File: src/design/cssc_pkg.sv
// Shared constants, tables and stage types for the CORDIC sine and cosine block.
package cssc_pkg;

  localparam int FRAC_BITS = 16;

  localparam longint unsigned PI_Q61 = 64'h6487ED5110B4611A;
  localparam longint unsigned DEC_SCALE = 64'd1000000000;

  localparam int OUT_W = 19;

  // Angle constants: pi, 2*pi and pi/2, each truncated separately.
  localparam longint unsigned PI_C = PI_Q61 >> (61 - FRAC_BITS);
  localparam longint unsigned TWO_PI_C = PI_Q61 >> (60 - FRAC_BITS);
  localparam longint unsigned HALF_PI_C = PI_Q61 >> (62 - FRAC_BITS);

  // Width of a reduced angle; the residual angle fits a signed word of the same width.
  localparam int ANG_W = $clog2(TWO_PI_C);
  localparam int TH_W = ANG_W;

  // Magnitude width in the modulo chain and the number of compare/subtract cells.
  localparam int RED_W = (ANG_W > 32) ? ANG_W : 32;
  localparam int RED_STAGES = (ANG_W > 32) ? 1 : 33 - ANG_W;

  // CORDIC rotation cells, one per iteration from i = -1 up to FRAC_BITS.
  localparam int ROT_STAGES = FRAC_BITS + 2;
  localparam int SH_W = $clog2(FRAC_BITS + 1);
  localparam int XY_W = FRAC_BITS + 4;

  localparam longint unsigned ATAN_DEC [32] = '{
    64'd1107148718, 64'd785398163, 64'd463647608, 64'd244978663,
    64'd124354996, 64'd62418811, 64'd31239834, 64'd15623730,
    64'd7812340, 64'd3906231, 64'd1953121, 64'd976562,
    64'd488281, 64'd244141, 64'd122070, 64'd61035,
    64'd30517, 64'd15259, 64'd7629, 64'd3815,
    64'd1907, 64'd954, 64'd477, 64'd238,
    64'd119, 64'd60, 64'd30, 64'd15,
    64'd7, 64'd4, 64'd2, 64'd1
  };

  // Converts a value given in units of 1e-9 into fixed point, truncating.
  function automatic longint unsigned dec_to_fixed(input longint unsigned n);
    return (n << FRAC_BITS) / DEC_SCALE;
  endfunction

  localparam longint unsigned SCALE = dec_to_fixed(64'd271572000);
  localparam int SC_W = $clog2(SCALE + 1);
  localparam logic signed [SC_W:0] SCALE_S = (SC_W + 1)'(SCALE);

  localparam int PROD_W = XY_W + SC_W + 1;
  localparam int SHR_W = PROD_W - FRAC_BITS;
  localparam int EXT_W = (SHR_W > OUT_W) ? SHR_W : OUT_W;

  localparam logic [ANG_W-1:0] TWO_PI_A = ANG_W'(TWO_PI_C);
  localparam logic [ANG_W-1:0] PI_A = ANG_W'(PI_C);
  localparam logic [ANG_W-1:0] HALF_PI_A = ANG_W'(HALF_PI_C);

  // Arctangent step of rotation cell n (iteration n-1).
  function automatic logic signed [TH_W-1:0] atan_step(input int n);
    return TH_W'(dec_to_fixed(ATAN_DEC[n]));
  endfunction

  // Subtrahend of modulo cell j: 2*pi shifted so that the chain works from the top down.
  function automatic logic [RED_W-1:0] red_sub(input int j);
    return RED_W'(TWO_PI_C << (RED_STAGES - 1 - j));
  endfunction

  typedef struct packed {
    logic             valid;
    logic             neg;
    logic [RED_W-1:0] mag;
  } red_t;

  typedef struct packed {
    logic                   valid;
    logic                   neg_sin;
    logic                   neg_cos;
    logic signed [XY_W-1:0] x;
    logic signed [XY_W-1:0] y;
    logic signed [TH_W-1:0] th;
  } rot_t;

endpackage

File: src/design/cssc_mod_cell.sv
// One compare-and-subtract cell of the modulo 2*pi reduction chain.
module cssc_mod_cell (
  input  logic                      clk,
  input  logic                      rst,
  input  logic [cssc_pkg::RED_W-1:0] sub,
  input  cssc_pkg::red_t            d,
  output cssc_pkg::red_t            q
);
  import cssc_pkg::*;

  logic [RED_W-1:0] mag_next;

  assign mag_next = (d.mag >= sub) ? d.mag - sub : d.mag;

  always_ff @(posedge clk) begin
    if (rst) begin
      q.valid <= 1'b0;
    end else begin
      q.valid <= d.valid;
    end
    q.neg <= d.neg;
    q.mag <= mag_next;
  end

endmodule

File: src/design/cssc_fold.sv
// Turns the remainder into [0, 2*pi), folds it into [0, pi/2] and seeds the rotation.
module cssc_fold (
  input  logic           clk,
  input  logic           rst,
  input  cssc_pkg::red_t d,
  output cssc_pkg::rot_t q
);
  import cssc_pkg::*;

  logic [ANG_W-1:0] rem;
  logic [ANG_W-1:0] wrap_next;
  logic             wrap_valid;
  logic [ANG_W-1:0] wrap_a;
  logic             half_valid;
  logic             half_neg_sin;
  logic [ANG_W-1:0] half_a;
  logic [ANG_W-1:0] half_next;
  logic [ANG_W-1:0] quad_next;

  assign rem = d.mag[ANG_W-1:0];
  // A truncating remainder of a negative angle wraps back by one turn.
  assign wrap_next = (d.neg && rem != '0) ? TWO_PI_A - rem : rem;
  assign half_next = (wrap_a > PI_A) ? TWO_PI_A - wrap_a : wrap_a;
  assign quad_next = (half_a > HALF_PI_A) ? PI_A - half_a : half_a;

  always_ff @(posedge clk) begin
    if (rst) begin
      wrap_valid <= 1'b0;
      half_valid <= 1'b0;
      q.valid    <= 1'b0;
    end else begin
      wrap_valid <= d.valid;
      half_valid <= wrap_valid;
      q.valid    <= half_valid;
    end
    wrap_a       <= wrap_next;
    half_a       <= half_next;
    half_neg_sin <= (wrap_a > PI_A);
    q.neg_sin    <= half_neg_sin;
    q.neg_cos    <= (half_a > HALF_PI_A);
    q.x          <= XY_W'(longint'(1) << FRAC_BITS);
    q.y          <= '0;
    q.th         <= signed'(quad_next);
  end

endmodule

File: src/design/cssc_rot_cell.sv
// One CORDIC rotation-mode iteration, registered.
module cssc_rot_cell (
  input  logic                             clk,
  input  logic                             rst,
  input  logic                             lshift,
  input  logic [cssc_pkg::SH_W-1:0]        shamt,
  input  logic signed [cssc_pkg::TH_W-1:0] step,
  input  cssc_pkg::rot_t                   d,
  output cssc_pkg::rot_t                   q
);
  import cssc_pkg::*;

  logic signed [XY_W-1:0] xv;
  logic signed [XY_W-1:0] yv;
  logic signed [XY_W-1:0] xs;
  logic signed [XY_W-1:0] ys;
  logic signed [XY_W-1:0] x_next;
  logic signed [XY_W-1:0] y_next;
  logic signed [TH_W-1:0] th_next;

  always_comb begin
    xv = d.x;
    yv = d.y;
    xs = lshift ? (xv <<< 1) : (xv >>> shamt);
    ys = lshift ? (yv <<< 1) : (yv >>> shamt);
    // Rotate towards a zero residual angle.
    if (d.th[TH_W-1]) begin
      x_next  = xv + ys;
      y_next  = yv - xs;
      th_next = d.th + step;
    end else begin
      x_next  = xv - ys;
      y_next  = yv + xs;
      th_next = d.th - step;
    end
  end

  always_ff @(posedge clk) begin
    if (rst) begin
      q.valid <= 1'b0;
    end else begin
      q.valid <= d.valid;
    end
    q.neg_sin <= d.neg_sin;
    q.neg_cos <= d.neg_cos;
    q.x       <= x_next;
    q.y       <= y_next;
    q.th      <= th_next;
  end

endmodule

File: src/design/cssc_scale.sv
// Gain correction, quadrant signs and output registers.
module cssc_scale (
  input  logic                        clk,
  input  logic                        rst,
  input  cssc_pkg::rot_t              d,
  output logic                        done,
  output logic signed [cssc_pkg::OUT_W-1:0] sine,
  output logic signed [cssc_pkg::OUT_W-1:0] cosine
);
  import cssc_pkg::*;

  logic                     prod_valid;
  logic                     prod_neg_sin;
  logic                     prod_neg_cos;
  logic signed [PROD_W-1:0] prod_x;
  logic signed [PROD_W-1:0] prod_y;
  logic signed [PROD_W-1:0] prod_x_next;
  logic signed [PROD_W-1:0] prod_y_next;
  logic signed [SHR_W-1:0]  shr_x;
  logic signed [SHR_W-1:0]  shr_y;
  logic signed [EXT_W-1:0]  ext_x;
  logic signed [EXT_W-1:0]  ext_y;
  logic signed [EXT_W-1:0]  cos_next;
  logic signed [EXT_W-1:0]  sin_next;

  assign prod_x_next = d.x * SCALE_S;
  assign prod_y_next = d.y * SCALE_S;

  always_comb begin
    shr_x    = prod_x[PROD_W-1:FRAC_BITS];
    shr_y    = prod_y[PROD_W-1:FRAC_BITS];
    ext_x    = EXT_W'(shr_x);
    ext_y    = EXT_W'(shr_y);
    cos_next = prod_neg_cos ? -ext_x : ext_x;
    sin_next = prod_neg_sin ? -ext_y : ext_y;
  end

  always_ff @(posedge clk) begin
    if (rst) begin
      prod_valid <= 1'b0;
      done       <= 1'b0;
    end else begin
      prod_valid <= d.valid;
      done       <= prod_valid;
    end
    prod_neg_sin <= d.neg_sin;
    prod_neg_cos <= d.neg_cos;
    prod_x       <= prod_x_next;
    prod_y       <= prod_y_next;
    sine         <= sin_next[OUT_W-1:0];
    cosine       <= cos_next[OUT_W-1:0];
  end

endmodule

File: src/design/cordic_sine_cosine_top.sv
// Top level of the pipelined CORDIC sine and cosine block.
// A result appears on sine and cosine, with done high, once its angle has passed the input
// register, the modulo chain, the fold, the rotation chain and the scale registers; the
// rotation chain lengthens and the modulo chain shortens as the fraction width grows.
// Throughput: one angle per cycle; every stage is a register, so busy never rises.
// Reset clears only the valid flags along the pipeline, so no result from before it leaves afterwards.
// The receiver cannot stall: each result is shown for exactly one cycle.
module cordic_sine_cosine_top (
  input  logic                              clk,
  input  logic                              rst,
  input  logic                              start,
  output logic                              busy,
  input  logic signed [31:0]                angle,
  output logic                              done,
  output logic signed [cssc_pkg::OUT_W-1:0] sine,
  output logic signed [cssc_pkg::OUT_W-1:0] cosine
);
  import cssc_pkg::*;

  // The pipeline never holds an item back, so every start is a transaction.
  assign busy = 1'b0;

  // Input stage: the modulo chain works on the magnitude of the angle and keeps its sign.
  // The negation of the most negative angle still fits, as an unsigned 32-bit value.
  logic [31:0] mag_in;
  red_t        red_q [RED_STAGES+1];
  rot_t        rot_q [ROT_STAGES+1];

  assign mag_in = angle[31] ? (~$unsigned(angle) + 32'd1) : $unsigned(angle);

  always_ff @(posedge clk) begin
    if (rst) begin
      red_q[0].valid <= 1'b0;
    end else begin
      red_q[0].valid <= start && !busy;
    end
    red_q[0].neg <= angle[31];
    red_q[0].mag <= RED_W'(mag_in);
  end

  // Restoring reduction: each cell removes 2*pi times one power of two, from the
  // largest down to 2*pi itself, leaving the magnitude modulo 2*pi.
  for (genvar j = 0; j < RED_STAGES; j++) begin : g_mod
    cssc_mod_cell u_cell (
      .clk (clk),
      .rst (rst),
      .sub (red_sub(j)),
      .d   (red_q[j]),
      .q   (red_q[j+1])
    );
  end

  // Sign correction and the two folds, registered in turn, yield the starting vector.
  cssc_fold u_fold (
    .clk (clk),
    .rst (rst),
    .d   (red_q[RED_STAGES]),
    .q   (rot_q[0])
  );

  // The rotation chain: the first cell doubles (iteration i = -1, atan 2), the
  // following cells shift right by 0, 1, 2 and so on.
  for (genvar n = 0; n < ROT_STAGES; n++) begin : g_rot
    cssc_rot_cell u_cell (
      .clk    (clk),
      .rst    (rst),
      .lshift (n == 0),
      .shamt  ((n == 0) ? SH_W'(0) : SH_W'(n - 1)),
      .step   (atan_step(n)),
      .d      (rot_q[n]),
      .q      (rot_q[n+1])
    );
  end

  // Gain correction multiply into the product registers, then the arithmetic shift,
  // the quadrant signs and the output registers.
  cssc_scale u_scale (
    .clk    (clk),
    .rst    (rst),
    .d      (rot_q[ROT_STAGES]),
    .done   (done),
    .sine   (sine),
    .cosine (cosine)
  );

endmodule

File: config.mk
export PLATFORM = sky130hd
export DESIGN_NAME = cordic_sine_cosine_top
export DESIGN_NICKNAME = d
export VERILOG_FILES = /design/src/design/cssc_pkg.sv /design/src/design/cssc_mod_cell.sv /design/src/design/cssc_fold.sv /design/src/design/cssc_rot_cell.sv /design/src/design/cssc_scale.sv /design/src/design/cordic_sine_cosine_top.sv
export SDC_FILE = /design/constraint.sdc
export NUM_CORES = 2
export LEC_CHECK = 0
export ABC_CLOCK_PERIOD_IN_PS = 6800
export CAP_MARGIN = 20
export CORE_ASPECT_RATIO = 0.9
export CORE_MARGIN = 3
export CORE_UTILIZATION = 24
export DETAILED_ROUTE_END_ITERATION = 10
export DONT_BUFFER_PORTS = 1
export GPL_ROUTABILITY_DRIVEN = 0
export SETUP_SLACK_MARGIN = 0.15
export SYNTH_ARGS = -nofsm -noshare
export SYNTH_HDL_FRONTEND = slang
export SYNTH_SLANG_ARGS = --single-unit
File: constraint.sdc
create_clock -name clk -period 6.8 [get_ports clk]
set_clock_uncertainty 0.05 [all_clocks]
set_input_delay 1.02 -clock clk [delete_from_list [all_inputs] [get_ports clk]]
set_output_delay 1.02 -clock clk [all_outputs]
set_load 0.02 [all_outputs]
After elaboration in Yosys (flattened, before gate mapping)

Cells that the tools add are included.

Register bits: 1749
Input bits: 35
Output and inout bits: 40
Logic and storage cells: 383

Add/sub/neg operators: 121
$mul: 2
Order comparisons: 16
Muxes and demuxes: 72
Bitwise operators: 1
Reduce and logical (&&, ||, !) cells: 2

Operator list:

| operator                                             | number |
|---|---|
| 2-to-1 mux 20 bit                                    | 35 |
| 2-to-1 mux 19 bit                                    | 23 |
| 2-to-1 mux 32 bit                                    | 13 |
| multiplier 20 x 16 -> 35 bit (second input constant) | 2 |
| adder 20 x 10 -> 20 bit                              | 2 |
| adder 20 x 11 -> 20 bit                              | 2 |
| adder 20 x 12 -> 20 bit                              | 2 |
| adder 20 x 13 -> 20 bit                              | 2 |
| adder 20 x 14 -> 20 bit                              | 2 |
| adder 20 x 15 -> 20 bit                              | 2 |
| adder 20 x 16 -> 20 bit                              | 2 |
| adder 20 x 17 -> 20 bit                              | 2 |
| adder 20 x 18 -> 20 bit                              | 2 |
| adder 20 x 19 -> 20 bit                              | 2 |
| adder 20 x 4 -> 20 bit                               | 2 |
| adder 20 x 5 -> 20 bit                               | 2 |
| adder 20 x 6 -> 20 bit                               | 2 |
| adder 20 x 7 -> 20 bit                               | 2 |
| adder 20 x 8 -> 20 bit                               | 2 |
| adder 20 x 9 -> 20 bit                               | 2 |
| subtractor 20 x 10 -> 20 bit                         | 2 |
| subtractor 20 x 11 -> 20 bit                         | 2 |
| subtractor 20 x 12 -> 20 bit                         | 2 |
| subtractor 20 x 13 -> 20 bit                         | 2 |
| other kinds (85)                                     | 101 |

Longest topological paths before layout

Depth in word-level cells: 3
Mapped depth: 21
Mapped depth without buffers: 20

Hierarchy

From an unflattened synthesis, not the netlist that was laid out.

Cell total of the unflattened synthesis: 22505
Area total of the unflattened synthesis: 192601.0 um^2

By module, submodules not included:

| module                               | instances | cells an instance | area an instance (um^2) | seq. area each (um^2) |
|---|---|---|---|---|
| cssc_rot_cell (g_rot[11].u_cell ...) | 8         | 863               | 7419.6                  | 1241.2 |
| cssc_rot_cell (g_rot[3].u_cell ...)  | 7         | 839               | 7387.1                  | 1241.2 |
| cssc_mod_cell                        | 14        | 378               | 3001.6                  | 680.7 |
| cssc_rot_cell (g_rot[0].u_cell ...)  | 2         | 850               | 7304.5                  | 1241.2 |
| cssc_scale                           | 1         | 1372              | 12772.2                 | 1601.5 |
| cssc_rot_cell (g_rot[2].u_cell)      | 1         | 905               | 7693.6                  | 1241.2 |
| cssc_fold                            | 1         | 319               | 3000.4                  | 1261.2 |
| cordic_sine_cosine_top               | 1         | 140               | 1436.4                  | 680.7 |

Worst setup path before layout

Ideal clock, no wire load.

Path type: register to register
From: register g_rot[17].u_cell.q[58] (netlist name)
To: register u_scale.prod_x[34]
Setup time: 78 ps
Data arrival time: 5294 ps
Required time: 6672 ps
Slack: 1378 ps
Cell stages (with the launch flop): 20
Path buffers: 0
Period minus slack after synthesis: 5422 ps
Path through: dfxtp_1 ha_1 inv_1 ha_1 inv_1 fa_1 fa_1 fa_1 inv_1 fa_1 ha_1 a21oi_1 o21ai_0 a21o_1 nand2_1 o21ai_0 a41o_1 o41a_1 and4_1 nor3_1

Word-level cells in the longest chain between the ends: 1

Ends and longest elaborated chain:

| what                              | RTL line           | source |
|---|---|---|
| from (decl)                       | cssc_rot_cell.sv:9 | `output cssc_pkg::rot_t q` |
| multiplier 20 x 16 -> 35 bit      | cssc_scale.sv:26   | `assign prod_x_next = d.x * SCALE_S;` |
| named net u_scale.prod_x_next[34] | cssc_scale.sv:17   | `logic signed [PROD_W-1:0] prod_x_next;` |
| to (signal assigned)              | cssc_scale.sv:48   | `prod_x <= prod_x_next;` |
| to (decl)                         | cssc_scale.sv:15   | `logic signed [PROD_W-1:0] prod_x;` |

The timed path passes the listed nets, and every way through them passes these cells.
A chain may end at the register's enable or synchronous reset.

Worst setup path after layout

From: register g_rot[17].u_cell.q[54] (netlist name)
To: register u_scale.prod_x[34]

The elaborated chain is that of the path after synthesis.

==> flow_summary_export.csv <==
group,metric,value,unit
outcome,outcome,"finished, final reports clean",
route,dr.pass1.iters,6,
placed_design,dpl.hpwl,146,mm
synth,synth_top_area_cell,"dfxtp_1",
sta,finalCritPeriodShare,85.7,%
placed_design,portBuffers,0,
route,drtIter0Drc,3283,
clocking,cts_tree,"yes",
hold_path,hp-class,"in -> reg",
floorplan,coreArea,371000,sq um
synth,ys_warn_count,0,
synth,synth.area.mux_share,0.836,%
floorplan,initial_core_util,24.1,%
cells_and_area,syn_to_final_growth,12.9,%
sta,slew_headroom,36.0,%
sta,fmax,172,MHz
clocking,clock_latency,0.89,ns
sta,period_needed,5.83,ns
global_route,grt_pass1_wl,308,mm
setup_path,path_class,"reg -> reg",
clocking,root_buffer,"clkbuf_16",
cells_and_area,fillers,39400,
cells_and_area,drive_above_1_share,4.07,%
route,wire_per_inst,12.5,um
global_route,track_usage,9.51,%
setup_path,cp_cell_sequence,"ha_1 > ha_1 > fa_1 > fa_1 > inv_1 > fa_1 > inv_1 > fa_1 > ha_1 > a21o_1 > a21oi_1 > o21ai_0 > a21oi_1 > o21ai_0 > a41o_1 > o41a_1 > and4_1 > nor3_1",
floorplan,dieArea,381000,sq um
floorplan,ios,75,
synth,yosys.area.top_type_share,34.5,%
sta,setup_viol,0,
cells_and_area,fin_nets,11100,
setup_path,cp.required,7.47,ns
cells_and_area,multi_input_area,55600,sq um
clocking,clkTransAtPathRegs,0.07,ns
placed_design,dp_worst_setup_slack,0.971,ns
synth,synth-xor-area-share,12.8,%
synth,synthCells,9707,
sta,worstMarginPinSlew,0.947,ns
cells_and_area,layoutNonFillerInstCount,14800,
clocking,cts_inserted_buffers,172,
clocking,cts.sinks,1543,
clocking,postCtsHoldBufs,0,
synth,synth_area_leaders,"dfxtp_1, ha_1, xnor2_1",
clocking,cts.path.max_buffers,4,
clocking,ctsResizeCount,0,
flow_run,max_cap_violations,0,
setup_path,max_stage_delay,0.62,ns
synth,synthTopCellsByCount,"dfxtp_1, ha_1, xnor2_1",
sta,fin_ws,0.969,ns
floorplan,num_rows,212,
global_route,grt_pass1_vias,62600,
synth,ys_seq_area_share,34.5,%
sta,hold_viol_final,0,
floorplan,die_x,650,um
synth,netlist_area,89700,sq um
clocking,post_cts_buffers,0,
route,via_per_inst,4.36,
synth,synthSimpleGateAreaFrac,13.8,%
synth,synthFlopType,"dfxtp_1",
sta,rsz0062_at_grt,"no",
clocking,cts.htree.levels,4,
setup_path,endpoint_kind,"flop",
setup_path,cp_max_fo,12,
setup_path,cpMostUsedCell,"fa_1",
synth,synth.distinct_cells,78,
setup_path,critPathArrivalTime,6.50,ns
synth,synth_top_family_by_area,"adder cells",
global_route,grt_max_degree,46,
route,via_count,64600,
setup_path,startpoint_type,"flop",
synth,synth_fp_nets,11100,
sta,drv_slew,0,
cells_and_area,final_util,27.3,%
setup_path,crit_slowest_cell,"dfxtp_1",
synth,avgSynthCellArea,9.24,sq um
synth,synth_edf_count,0,
synth,yosysMostFrequentCell,"dfxtp_1",
route,wl,185,mm
synth,synth-seq-cells,1543,
global_route,antenna_found_initial,7,
synth,synth_compound_gate_area_share,14.7,%
route,drc,0,
global_route,overflow,0,
cells_and_area,seq_area,30900,sq um
floorplan,die_h,586,um
route,ant_nets,0,
sta,tns,0,ns
synth,synthAdderAreaFrac,19.9,%
synth,synthArstFlopShare,0,%
placed_design,dp.cells,14500,
-- cells in the final DEF (no fill, tap or decap), types with 85 or more instances in the layout --
master and count:
dfxtp_1 1541, ha_1 1127, xnor2_1 815, inv_1 715, nor2_1 681, a21oi_1 669, nand2_1 603, xor2_1 495
o21ai_0 421, nor3_1 286, a21o_1 251, nand3_1 198, fa_1 185, clkbuf_16 174, nor2b_1 157, nand2b_1 109
o21a_1 93, or3_1 85
-- kinds of logic (layout without fill, tap and decap cells) --
logic type,Yosys count,count (layout)
and+or+nand+nor,2551,2551
AOI/OAI and AO/OA,2075,2075
DFF,1543,1543
adders and majority gates,1313,1313
xor gates and xnor gates,1310,1310
buffers and inverters,843,1042
muxes,71,71
other,1,3
-- routing by layer --
| layer | GRT usage, % | vias to the layer above | share of wire [%] |
|---|---|---|---|
| li1 | - | 34000 | - |
| met1 | 12.4 | 29500 | 48 |
| met2 | 16.5 | 796 | 46 |
| met3 | 1.29 | 266 | 3.1 |
| met4 | 2.47 | 0 | 2.4 |
| met5 | 0 | - | 0 |
-- cell type report --
type                            instances  share of cell area [%]
Tap cell                             4922                    6.08
Clock inverter                         69                   0.861
Sequential cell                      1543                    30.5
Inverter                              716                    2.65
Clock buffer                          228                    4.75
Multi-Input combinational cell       7321                    54.9
Timing Repair Buffer                   29                   0.215
Antenna cell                            2                 0.00494
-- sequential cells by signal, indices dropped and copies added, names as in the netlist --
register / flops
g_rot.u_cell.q: 903
g_mod.u_cell.q: 463
red_q: 34
u_fold.q: 22
u_fold.half_a: 19
u_fold.wrap_a: 19
u_scale.cosine: 19
u_scale.prod_x: 19
u_scale.prod_y: 19
u_scale.sine: 19
u_fold.half_neg_sin: 1
u_fold.half_valid: 1
u_fold.wrap_valid: 1
u_scale.done: 1
u_scale.prod_neg_cos: 1
u_scale.prod_neg_sin: 1
u_scale.prod_valid: 1
-- worst paths after layout --
kind                                              from              endpoint  slack (ns)  cells past startpoint
worst max register to register  g_rot[17].u_cell.q[54]    u_scale.prod_x[34]        0.97                     18
worst min register to register             u_fold.q[0]  g_rot[0].u_cell.q[0]        0.26                      0
worst max-delay path            g_rot[17].u_cell.q[54]    u_scale.prod_x[34]        0.97                     18
worst min-delay path                          angle[0]            red_q[476]        0.10                      0
-- through the flow --
stage                     cell area (sq um)  hold WS, ns
final                                101000        0.102
after global routing                 101000       0.0298
after CTS                            101000       0.0179
after detailed placement              95600        0.262
after global placement                95600        0.260
after floorplan                       89700        0.260
-- critical path, delay by kind of cell, from the launching register on --
kind | cells | cell delay [ns]
compound gates | 7 | 1.57
fa+ha+maj | 7 | 3.03
buf+inv | 2 | 0.10
flops | 1 | 0.62
simple gates | 2 | 0.38
Power is left out: the tool's default activity adds up to more than one toggle a clock period on the data nets, which glitch-free logic cannot reach.
